$ cat config.mk
export PLATFORM = sky130hd
export DESIGN_NAME = irdp_fifo
export DESIGN_NICKNAME = d
export VERILOG_FILES = /design/src/irdp_fifo.sv
export SDC_FILE = /design/constraint.sdc
export NUM_CORES = 1
export LEC_CHECK = 0
export CAP_MARGIN = 40
export CORE_MARGIN = 1.5
export CORE_UTILIZATION = 41
export DETAILED_ROUTE_END_ITERATION = 10
export DONT_BUFFER_PORTS = 1
export HOLD_SLACK_MARGIN = 0.02
export PLACE_DENSITY = 0.55
export SLEW_MARGIN = 20
export SYNTH_ARGS = -nofsm -noshare
export SYNTH_HDL_FRONTEND = slang
export SYNTH_SLANG_ARGS = --single-unit
$ cat constraint.sdc
create_clock -name clk -period 2.95 [get_ports clk]
set_clock_uncertainty 0.05 [all_clocks]
set_input_delay 0.59 -clock clk [delete_from_list [all_inputs] [get_ports clk]]
set_output_delay 0.59 -clock clk [all_outputs]
set_load 0.005 [all_outputs]
$ cat src/irdp_fifo.sv
`timescale 1ns / 1ps
// Four-entry queue between the front and back ends.
// Plain register storage; no package dependencies.
module irdp_fifo #(
    parameter int W = 8
) (
    input  logic         clk,
    input  logic         rst_n,
    input  logic         in_valid,
    output logic         in_ready,
    input  logic [W-1:0] in_data,
    output logic         out_valid,
    input  logic         out_ready,
    output logic [W-1:0] out_data
);

    localparam int DEPTH = 4;
    localparam int PB    = $clog2(DEPTH);

    logic [W-1:0] mem_reg [0:DEPTH-1];
    logic [PB-1:0] wptr_reg;
    logic [PB-1:0] rptr_reg;
    logic [PB:0]   cnt_reg;
    logic          push;
    logic          pop;

    assign in_ready  = (cnt_reg != (PB+1)'(DEPTH));
    assign out_valid = (cnt_reg != '0);
    assign push      = in_valid && in_ready;
    assign pop       = out_valid && out_ready;
    assign out_data  = mem_reg[rptr_reg];

    always_ff @(posedge clk or negedge rst_n)
    begin
        if (!rst_n)
        begin
            wptr_reg <= '0;
            rptr_reg <= '0;
            cnt_reg  <= '0;
        end
        else
        begin
            if (push)
            begin
                wptr_reg <= wptr_reg + 1'b1;
            end
            if (pop)
            begin
                rptr_reg <= rptr_reg + 1'b1;
            end
            if (push && !pop)
            begin
                cnt_reg <= cnt_reg + 1'b1;
            end
            else if (pop && !push)
            begin
                cnt_reg <= cnt_reg - 1'b1;
            end
        end
    end

    always_ff @(posedge clk)
    begin
        if (push)
        begin
            mem_reg[wptr_reg] <= in_data;
        end
    end

endmodule

==> impl_metrics.ini <==
[clock_tree]
cts_resized = 0
cts.path.max_buffers = 2
cts.root.buffer_cell = clkbuf_8
cts.htree.levels = 2
clk_pin_slew_ns = 0.07
cts.repair_timing.setup_buffer_count = 0
clkLatencyLatePin_ns = 0.29
inserted_clock_buffers = 5
holdBufCountCts = 1
tritoncts = yes
cts.sinks = 39

[grt]
number_of_global_route_vias_before_repair = 702
global_route.usage.total_pct = 13.70
largest_net_degree_at_the_start_of_global_routing = 13
initial_antenna_violation_count = 0
global_route.overflow_total = 0
grt_pass1_wl_um = 3767

[power]
power.combinational.fraction_pct = 24.8
switching_share_pct = 28.90
max-vdd-ir-drop_mv = 0.4439
total_switching_power_mw = 0.5004
sequentialPowerShare_pct = 50.6
cellPowerDensity_mw_per_mm2 = 989.9
power_report.internal_total_mw = 1.231
total_leakage_power_nw = 0.6068
p_clk_share_pct = 24.5

[layout]
fin_cells = 132
post_route_cells_drive_above_1_share_pct = 26.19
area_taken_by_multi_input_logic_gates_um2 = 424.2
largest_register_ff_count = 32
final_nets = 101
final_util_pct = 47.42
syn_to_final_growth_pct = 10.43
seqCellArea_mm2 = 0.001136
layout.filler_cells = 328
total_inserted_antenna_cells = 0

[min_path]
min_path_cells = 0
min-delay-start = in_data[6]
hold_path.class = input pin to register

[die]
pin_count = 22
floorplan.initialDensity_pct = 42.94
core_region_area_mm2 = 0.003689
core.rowCount = 22
die_height_um = 65.16
die_x_um = 65.16
fp.dieArea_mm2 = 0.004245

[synth]
syn-instance-count = 77
mean_instance_size_in_the_synthesized_netlist_um2 = 20.57
syn_nets = 95
synth_seq_area_share_pct = 71.72
netlist-cell-type-count = 20
synth.ff_latch_count = 39
synthesis.yosys.warnings = 0
syn_area_mm2 = 0.001584

[critical_path]
timing.critical_path.buf_inv = 0
critical_path.max_fanout = 10
worstSetupPathType = register to output pin
arrival_time_at_the_worst_endpoint_ns = 1.66
cp-start-kind = register
timing.critical_path.depth = 1
startpoint = rptr_reg[0]
regToRegStartpoint = cnt_reg[0]
worst-endpoint-required_ns = 2.31
worst_setup_path_end_kind = output pin
path_delay_family = flip-flops
reg2regPathDepth = 8
path_cells = mux4_2
slowest_stage = dfrtp_1
rrSetupSlack_ns = 0.84
critical-path-max-stage-delay_ns = 0.75

[drt]
drt_iter0_drc = 42
via_count = 659
drc = 0
antenna_left = 0
detail_route.wl_per_cell_um = 18.58
drt_via_density = 4.992
first_drt_pass_iteration_count = 3
postRouteWirelength_um = 2452

[timing]
finalSetupViolations = 0
rsz_0062_raised_after_global_routing = no
hold_violations = 0
fmax_mhz = 434.7
tightestPinTransition_ns = 0.6369
finalCriticalPeriod_ns = 2.301
max_slew_margin_pct = 57.54
finalMaxSlewViolations = 0
finalSetupTns_ns = 0
final.period_utilization_pct = 77.99

[placed_design]
detailedPlacementHpwl_um = 1550
io_buffers = 0
finalWeightedCongestion = 0.7436
placedCellCount = 123

[job]
max_cap_violations = 0

[status]
outcome = complete, no violations
-- cell usage after synthesis, drive strengths merged --
| cell | n | area (um2) |
|---|---|---|
| fa | 1 | 20.02 |
| xor2 | 2 | 17.52 |
| nor2 | 2 | 10.01 |
| mux2 | 2 | 26.27 |
| mux4 | 8 | 180.2 |
| ha | 5 | 62.56 |
| dfrtp | 7 | 175.2 |
| nand3 | 1 | 10.01 |
| and2 | 4 | 25.02 |
| inv | 3 | 11.26 |
| xnor2 | 4 | 35.03 |
| buf | 1 | 7.510 |
| nand2 | 2 | 15.01 |
| or3 | 1 | 11.26 |
| edfxtp | 32 | 960.9 |
| a21boi | 1 | 11.26 |
| clkbuf | 1 | 5.000 |
-- power groups by stage --
stage	Clock [mW]	Sequential, mW	Combinational [mW]
floorplan	0	0.808	0.423
global placement	0	0.887	0.430
detailed placement	0	0.896	0.438
CTS	0.437	0.885	0.445
global route	0.465	0.905	0.473
finish	0.425	0.877	0.430
-- worst paths after layout --
path / end
setup reg to reg: cnt_reg[2]
max in group asynchronous: rptr_reg[1]
min in group asynchronous: rptr_reg[0]
setup / recovery: out_data[7]
hold reg to reg: cnt_reg[2]
hold / removal: mem_reg[1][6]
-- layout make-up --
type	instances	share of cell area [%]
clock buffer	5	3.934
clock inverter	3	2.217
inverter	3	0.6438
multi-input combinational	33	24.25
sequential	39	64.95
tap	48	3.433
timing repair buffer	1	0.5722
-- cell families (layout without fill, tap and decap cells) --
group / Yosys count / count (layout) / share of synthesized area [%]
fa+ha+maj: 6 / 6 / 5.213
compound gates: 1 / 1 / 0.7108
mux: 10 / 10 / 13.03
buf+inv: 5 / 12 / 1.501
simple gates: 10 / 10 / 4.502
flops: 39 / 39 / 71.72
xor+xnor: 6 / 6 / 3.318
-- per-stage QoR --
stage | hold slack (ns) | cell area, um2 | power [mW] | worst slack (ns)
6_report | 0.3423 | 1749 | 1.732 | 0.6494
5_1_grt | 0.3229 | 1749 | 1.843 | 0.5089
4_1_cts | 0.3340 | 1749 | 1.766 | 0.5904
3_5_place_dp | 0.2446 | 1632 | 1.334 | 0.8598
3_3_place_gp | 0.2446 | 1632 | 1.317 | 0.9044
2_1_floorplan | 0.2444 | 1584 | 1.231 | 0.9499
-- layout by cell type (no fill, tap or decap) --
cell type / instances
bufinv_16: 1
xnor2_1: 4
mux2_4: 1
a21boi_2: 1
nand2_4: 1
nand2_1: 1
mux4_2: 8
mux2_2: 1
nand3_2: 1
clkbuf_8: 5
clkinv_1: 1
and2_1: 4
dlygate4sd3_1: 1
or3_4: 1
ha_1: 5
nor2_2: 1
clkinv_2: 1
fa_1: 1
dfrtp_1: 7
nor2_1: 1
inv_1: 3
edfxtp_1: 32
xor2_1: 2
-- metal layers --
layer | wire length (um) | vias to the layer above | GRT usage [%]
li1 | - | 307 | -
met1 | 1026 | 332 | 15.55
met2 | 1233 | 14 | 21.39
met3 | 117 | 6 | 6.336
met4 | 74 | 0 | 7.813
met5 | 0 | - | 0
(Power assumes the default switching activity.)
