===== src/irdp_pkg.sv =====
`timescale 1ns / 1ps
// Shared types, constants and helpers for the image resize dimension planner.
// Used by the front end, back end and top level; depends on nothing.
package irdp_pkg;

    localparam int FACTOR_BITS  = 8;
    localparam int AREA_BITS    = 26;
    localparam int SIDE_BITS    = 16;
    localparam int CFG_IDX_BITS = 2;
    localparam int MAX_ASPECT   = 200;

    localparam logic [SIDE_BITS-1:0] SIDE_SAT = 16'hFFFF;

    localparam logic [CFG_IDX_BITS-1:0] CFG_GRID_FACTOR = 2'd0;
    localparam logic [CFG_IDX_BITS-1:0] CFG_MIN_AREA    = 2'd1;
    localparam logic [CFG_IDX_BITS-1:0] CFG_MAX_AREA    = 2'd2;

    localparam logic [FACTOR_BITS-1:0] RESET_FACTOR   = 8'd28;
    localparam logic [AREA_BITS-1:0]   RESET_MIN_AREA = 26'd3136;
    localparam logic [AREA_BITS-1:0]   RESET_MAX_AREA = 26'd12845056;

    typedef enum logic [1:0]
    {
        MODE_KEEP   = 2'd0,
        MODE_SHRINK = 2'd1,
        MODE_GROW   = 2'd2
    } mode_t;

    typedef struct packed
    {
        logic [FACTOR_BITS-1:0] factor;
        logic [AREA_BITS-1:0]   min_area;
        logic [AREA_BITS-1:0]   max_area;
    } cfg_t;

    function automatic logic [SIDE_BITS-1:0] sat_side(input logic [31:0] v);
        if (v > 32'(SIDE_SAT))
        begin
            return SIDE_SAT;
        end
        return v[SIDE_BITS-1:0];
    endfunction

    function automatic logic [FACTOR_BITS-1:0] eff_factor(input logic [FACTOR_BITS-1:0] f);
        if (f == '0)
        begin
            return FACTOR_BITS'(1);
        end
        return f;
    endfunction

endpackage


===== src/irdp_div.sv =====
`timescale 1ns / 1ps
// Pipelined restoring divider: one quotient bit per stage, one item per cycle while en is high.
// Carries a side payload alongside; no package dependencies.
module irdp_div #(
    parameter int NW = 16,
    parameter int DW = 8,
    parameter int PW = 1
) (
    input  logic          clk,
    input  logic          rst_n,
    input  logic          en,
    input  logic          in_valid,
    input  logic [NW-1:0] num,
    input  logic [DW-1:0] den,
    input  logic [PW-1:0] pay,
    output logic          out_valid,
    output logic [NW-1:0] quo,
    output logic [DW-1:0] rem,
    output logic [PW-1:0] out_pay
);

    logic [NW+DW-1:0] acc_reg [0:NW];
    logic [DW-1:0]    den_reg [0:NW];
    logic [PW-1:0]    pay_reg [0:NW];
    logic             vld_reg [0:NW];

    always_ff @(posedge clk or negedge rst_n)
    begin
        if (!rst_n)
        begin
            vld_reg[0] <= 1'b0;
        end
        else if (en)
        begin
            vld_reg[0] <= in_valid;
        end
    end

    always_ff @(posedge clk)
    begin
        if (en)
        begin
            acc_reg[0] <= {{DW{1'b0}}, num};
            den_reg[0] <= den;
            pay_reg[0] <= pay;
        end
    end

    for (genvar k = 0; k < NW; k++)
    begin : g_step
        logic [DW:0]      top;
        logic [DW:0]      diff;
        logic             ge;
        logic [NW+DW-1:0] acc_next;

        always_comb
        begin
            top  = acc_reg[k][NW+DW-1:NW-1];
            diff = top - {1'b0, den_reg[k]};
            ge   = (top >= {1'b0, den_reg[k]});
            if (ge)
            begin
                acc_next = {diff[DW-1:0], acc_reg[k][NW-2:0], 1'b1};
            end
            else
            begin
                acc_next = {top[DW-1:0], acc_reg[k][NW-2:0], 1'b0};
            end
        end

        always_ff @(posedge clk or negedge rst_n)
        begin
            if (!rst_n)
            begin
                vld_reg[k+1] <= 1'b0;
            end
            else if (en)
            begin
                vld_reg[k+1] <= vld_reg[k];
            end
        end

        always_ff @(posedge clk)
        begin
            if (en)
            begin
                acc_reg[k+1] <= acc_next;
                den_reg[k+1] <= den_reg[k];
                pay_reg[k+1] <= pay_reg[k];
            end
        end
    end

    assign out_valid = vld_reg[NW];
    assign quo       = acc_reg[NW][NW-1:0];
    assign rem       = acc_reg[NW][NW+DW-1:NW];
    assign out_pay   = pay_reg[NW];

endmodule


===== src/irdp_front.sv =====
`timescale 1ns / 1ps
// Front end: accepts items, flags bad shapes, rounds each side to the grid and
// picks keep, shrink or grow from the area. Uses irdp_pkg and irdp_div.
module irdp_front
    import irdp_pkg::*;
#(
    parameter int DIM_BITS = 14
) (
    input  logic                clk,
    input  logic                rst_n,
    input  cfg_t                cfg,
    input  logic                in_valid,
    output logic                in_ready,
    input  logic [DIM_BITS-1:0] in_h,
    input  logic [DIM_BITS-1:0] in_w,
    output logic                out_valid,
    input  logic                out_ready,
    output logic [DIM_BITS-1:0] out_h,
    output logic [DIM_BITS-1:0] out_w,
    output logic                out_bad,
    output mode_t               out_mode,
    output logic [DIM_BITS:0]   out_hb,
    output logic [DIM_BITS:0]   out_wb
);

    localparam int HB = DIM_BITS + 1;
    localparam int AB = 2 * HB;
    localparam int CW = (AB > AREA_BITS) ? AB : AREA_BITS;

    logic                   fen;
    logic [FACTOR_BITS-1:0] f;
    logic [DIM_BITS-1:0]    big;
    logic [DIM_BITS-1:0]    small_side;
    logic [DIM_BITS+7:0]    lim;
    logic                   bad_in;

    logic                   dv;
    logic [DIM_BITS-1:0]    qh;
    logic [DIM_BITS-1:0]    qw;
    logic [FACTOR_BITS-1:0] rh;
    logic [FACTOR_BITS-1:0] rw;
    logic [DIM_BITS:0]      pay_h;
    logic [DIM_BITS-1:0]    pay_w;

    logic                   vr_reg;
    logic [HB-1:0]          hb_reg;
    logic [HB-1:0]          wb_reg;
    logic [DIM_BITS-1:0]    h_r_reg;
    logic [DIM_BITS-1:0]    w_r_reg;
    logic                   bad_r_reg;

    logic                   va_reg;
    logic [AB-1:0]          area_reg;
    logic [HB-1:0]          hb_a_reg;
    logic [HB-1:0]          wb_a_reg;
    logic [DIM_BITS-1:0]    h_a_reg;
    logic [DIM_BITS-1:0]    w_a_reg;
    logic                   bad_a_reg;

    function automatic logic [HB-1:0] round_side(
        input logic [DIM_BITS-1:0]    q,
        input logic [FACTOR_BITS-1:0] r,
        input logic [FACTOR_BITS-1:0] fac
    );
        logic [FACTOR_BITS:0]          r2;
        logic                          up;
        logic [DIM_BITS:0]             qq;
        logic [DIM_BITS+FACTOR_BITS:0] prod;
        r2   = {r, 1'b0};
        up   = (r2 > {1'b0, fac}) || ((r2 == {1'b0, fac}) && q[0]);
        qq   = {1'b0, q} + (DIM_BITS+1)'(up);
        prod = (DIM_BITS+FACTOR_BITS+1)'(qq) * (DIM_BITS+FACTOR_BITS+1)'(fac);
        if (prod < (DIM_BITS+FACTOR_BITS+1)'(fac))
        begin
            prod = (DIM_BITS+FACTOR_BITS+1)'(fac);
        end
        return prod[HB-1:0];
    endfunction

    assign fen      = !va_reg || out_ready;
    assign in_ready = fen;
    assign f        = eff_factor(cfg.factor);

    always_comb
    begin
        big        = (in_h > in_w) ? in_h : in_w;
        small_side = (in_h > in_w) ? in_w : in_h;
        lim        = (DIM_BITS+8)'(small_side) * (DIM_BITS+8)'(MAX_ASPECT);
        bad_in     = (small_side == '0) || ((DIM_BITS+8)'(big) > lim);
    end

    irdp_div #(.NW(DIM_BITS), .DW(FACTOR_BITS), .PW(DIM_BITS+1)) u_div_h (
        .clk       (clk),
        .rst_n     (rst_n),
        .en        (fen),
        .in_valid  (in_valid),
        .num       (in_h),
        .den       (f),
        .pay       ({bad_in, in_h}),
        .out_valid (dv),
        .quo       (qh),
        .rem       (rh),
        .out_pay   (pay_h)
    );

    irdp_div #(.NW(DIM_BITS), .DW(FACTOR_BITS), .PW(DIM_BITS)) u_div_w (
        .clk       (clk),
        .rst_n     (rst_n),
        .en        (fen),
        .in_valid  (in_valid),
        .num       (in_w),
        .den       (f),
        .pay       (in_w),
        .out_valid (),
        .quo       (qw),
        .rem       (rw),
        .out_pay   (pay_w)
    );

    always_ff @(posedge clk or negedge rst_n)
    begin
        if (!rst_n)
        begin
            vr_reg <= 1'b0;
            va_reg <= 1'b0;
        end
        else if (fen)
        begin
            vr_reg <= dv;
            va_reg <= vr_reg;
        end
    end

    always_ff @(posedge clk)
    begin
        if (fen)
        begin
            hb_reg    <= round_side(qh, rh, f);
            wb_reg    <= round_side(qw, rw, f);
            h_r_reg   <= pay_h[DIM_BITS-1:0];
            w_r_reg   <= pay_w;
            bad_r_reg <= pay_h[DIM_BITS];
            area_reg  <= AB'(hb_reg) * AB'(wb_reg);
            hb_a_reg  <= hb_reg;
            wb_a_reg  <= wb_reg;
            h_a_reg   <= h_r_reg;
            w_a_reg   <= w_r_reg;
            bad_a_reg <= bad_r_reg;
        end
    end

    always_comb
    begin
        if (CW'(area_reg) > CW'(cfg.max_area))
        begin
            out_mode = MODE_SHRINK;
        end
        else if (CW'(area_reg) < CW'(cfg.min_area))
        begin
            out_mode = MODE_GROW;
        end
        else
        begin
            out_mode = MODE_KEEP;
        end
    end

    assign out_valid = va_reg;
    assign out_h     = h_a_reg;
    assign out_w     = w_a_reg;
    assign out_bad   = bad_a_reg;
    assign out_hb    = hb_a_reg;
    assign out_wb    = wb_a_reg;

endmodule


===== config.mk =====
export PLATFORM = sky130hd
export DESIGN_NAME = irdp_front
export DESIGN_NICKNAME = d
export VERILOG_FILES = /design/src/irdp_pkg.sv /design/src/irdp_div.sv /design/src/irdp_front.sv
export SDC_FILE = /design/constraint.sdc
export NUM_CORES = 2
export LEC_CHECK = 0
export ABC_AREA = 1
export BUFFER_PORTS_ARGS = -buffer_cell sky130_fd_sc_hd__buf_2
export CAP_MARGIN = 10
export CORE_MARGIN = 10
export CORE_UTILIZATION = 48
export DETAILED_ROUTE_END_ITERATION = 8
export PLACE_DENSITY = 0.75
export RECOVER_POWER = 100
export SYNTH_ARGS = -nofsm -noshare
export SYNTH_HDL_FRONTEND = slang
export SYNTH_SLANG_ARGS = --single-unit

===== constraint.sdc =====
create_clock -name clk -period 111.2 [get_ports clk]
set_input_delay 11.12 -clock clk [delete_from_list [all_inputs] [get_ports clk]]
set_output_delay 11.12 -clock clk [all_outputs]
set_load 0.005 [all_outputs]

==> metrics.txt <==
status finished with violations; failing checks capacitance limit, slew limit; post-route ant nets 0; max-cap viol count 15; DRT iter0 DRCs 2763; Synth area leader edfxtp_1; CP max FO 176; Post-Synthesis Cell Area 0.0667 mm²; maximum buffer depth of the clock tree 3; register area share after synthesis 51.5%; DP HPWL 98.7 mm; worst setup path start out_ready; GRT Resource Usage Total 17.4%; Placed Area 0.0696 mm²; CTS buffer count 117; TNS Setup 0 ps; routed via count 42.3k; Final Cell Area 0.0731 mm²; mean post-synth cell area 10.8 µm²; drt first pass iters 5; Worst Clk Skew 48.6 ps; Crit path buffers/inverters 6; Horiz. Die Dim 393 µm; Die Area 0.154 mm²; kind of end point of the critical path flop; Inst Count DP 8051; relative slew slack -500%; non-filler cells in the finished layout 8271; fmax 33.0 MHz; worst r2r dst out_h[11]; worst-skew pair later-pin latency 740 ps; WS Path Type in -> reg; fraction of registers with async set/reset 1.48%; most frequent cells after synthesis nand2_1 (1231), edfxtp_1 (1129), inv_1 (1089), ha_1 (554), nor2_1 (479); WP data arrival 30540 ps; Hold Path Class reg -> reg; Worst Max-Slew Pin Slew 9010 ps; endpoints failing hold 0; Final #Nets 7380; Root Buffer clkbuf_16; CTS clk-pin slew, worst paths 60 ps; min cycle time layout 30340 ps; vias in the first global route 43.3k; Hold Path End u_div_h.acc_reg[1][12]; CTS tree done; EDFF count, synth 1129; largest family of logic cells by synthesized area adder cells; r2r worst-path depth 5; count of pins over their slew limit 1225; Synth Area in Adders 21.1%; setup bufs post-CTS 0; largest net degree at the start of global routing 188; Synth Register Bits 1146; share of the synthesized area in the top cell type 50.8%; top-count cell post-synth nand2_1; Setup Viol. Count Final 0; gpl congestion 0.895; Worst path slowest cell clkbuf_1; clk sinks 1146; DRC 0; Data required, critical path 111410 ps; hold-critical path depth 0; first-pass GRT wire length 218 mm; worst reg-to-reg setup slack 90980 ps; most frequent CP cell clkbuf_1; mux cell area share after synthesis 0.0169%; Die Y 393 µm; syn nets 7168; hold_buf cts 0; synth top area cells edfxtp_1 (51%), fa_1 (11%), ha_1 (10%); cells along the critical path buf_2 -> inv_1 -> nand2_1 -> clkbuf_1 -> clkbuf_1 -> clkbuf_1 -> clkbuf_1; cell family contributing the most delay on the critical path buffers and inverters; max FFs per register 238; layout cells sized above 1 5.37%; CP max stage delay 6460 ps; detailed-route wire length 133 mm; synth unique cells 57; setup repair after global routing missed its margin false; Initial Util 48.4%; Core Region 0.138 mm²; area fraction in compound gates after synthesis 3.61%; startpoint type of the worst setup path input port; cts repair resizes 0; post-synthesis simple-gate area fraction 14.3%; Hold Startpoint u_div_h.pay_reg[7][4]; port buffer count 154; initial antenna violation count 0; row cnt 136; gate count of the mapped netlist 6164; Area Growth Syn to Fin 9.61%; H-Tree Depth 3; Tcrit/Tclk final 27.3%; Post-Synth XOR/XNOR Area 2.61%; Reg-to-Reg Start out_valid; Top-Level Pins 155; yosys warns 0; vias per cell 5.11; WL/cell 16.1 µm; Main synth FF type edfxtp_1; total gr overflow 0
cell type report:
type                            instances  area (µm²)
Antenna cell                            1        2.50
Clock buffer                          136        3000
Clock inverter                         83         896
Fill cell                           11806       64700
Inverter                             1127        4230
Multi-Input combinational cell       3811       27600
Sequential cell                      1146       34300
Tap cell                             1794        2240
Timing Repair Buffer                  173         766
placed cells by master (no fill, tap or decap), types with 7 or more instances in the layout:
master / count
inv_1: 1092
edfxtp_1: 1129
clkbuf_16: 117
buf_2: 75
clkbuf_1: 111
nand2_1: 1283
dfrtp_1: 17
o21bai_1: 13
nand2_2: 22
xnor2_1: 68
nand3_1: 272
fa_1: 358
o21ai_0: 146
nand3_2: 8
nand4_1: 40
a211oi_1: 17
a21oi_1: 234
or2_2: 7
nor2_1: 483
clkinv_1: 33
nor4_1: 10
clkinvlp_4: 8
a31oi_1: 7
inv_2: 28
ha_1: 554
xor2_1: 131
nand3b_1: 10
nor2_2: 9
clkinv_2: 20
nor3_1: 68
bufinv_16: 14
or4_1: 15
routing by layer:
metal | global-route usage, % | share of wire, %
met1 | 22.0 | 42
met5 | 0 | 0
met2 | 30.1 | 49
met3 | 2.86 | 5.6
met4 | 6.21 | 3.3
worst max path at each step:
stage | end | depth (start not counted) | slack, ps
4_1_cts | out_mode[1] | 11 | 87170
3_5_place_dp | out_mode[1] | 11 | 87180
3_3_place_gp | out_mode[1] | 11 | 87180
6_report | out_h[11] | 7 | 80860
5_1_grt | u_div_w.pay_reg[9][12] | 7 | 78510
2_1_floorplan | in_ready | 3 | 58270
worst reg2reg max path, stage by stage, from the launching register on:
cell,delay [ps]
dfrtp_1,380
nand2_1,1830
clkbuf_1,4960
clkbuf_1,2730
clkbuf_1,6480
clkbuf_1,3270
per-stage QoR:
stage          setup WS, ps  hold WS (ps)  utilization (%)
5_1_grt               78510           415             53.0
4_1_cts               87170           398             53.3
2_1_floorplan         58270           400                -
6_report              80860           406             53.0
3_3_place_gp          87180           400             50.5
3_5_place_dp          87180           405             50.5
kinds of logic after synthesis:
kind of cell             count (synthesis)
AND/OR/NAND/NOR                       2254
buffers and inverters                 1207
flip-flops                            1146
adder cells (fa/ha/maj)                912
AO/OA/AOI/OAI                          445
XOR/XNOR                               199
multiplexers                             1
Power is left out: the tool's default activity adds up to more than one toggle a clock period on the data nets, which glitch-free logic cannot reach.
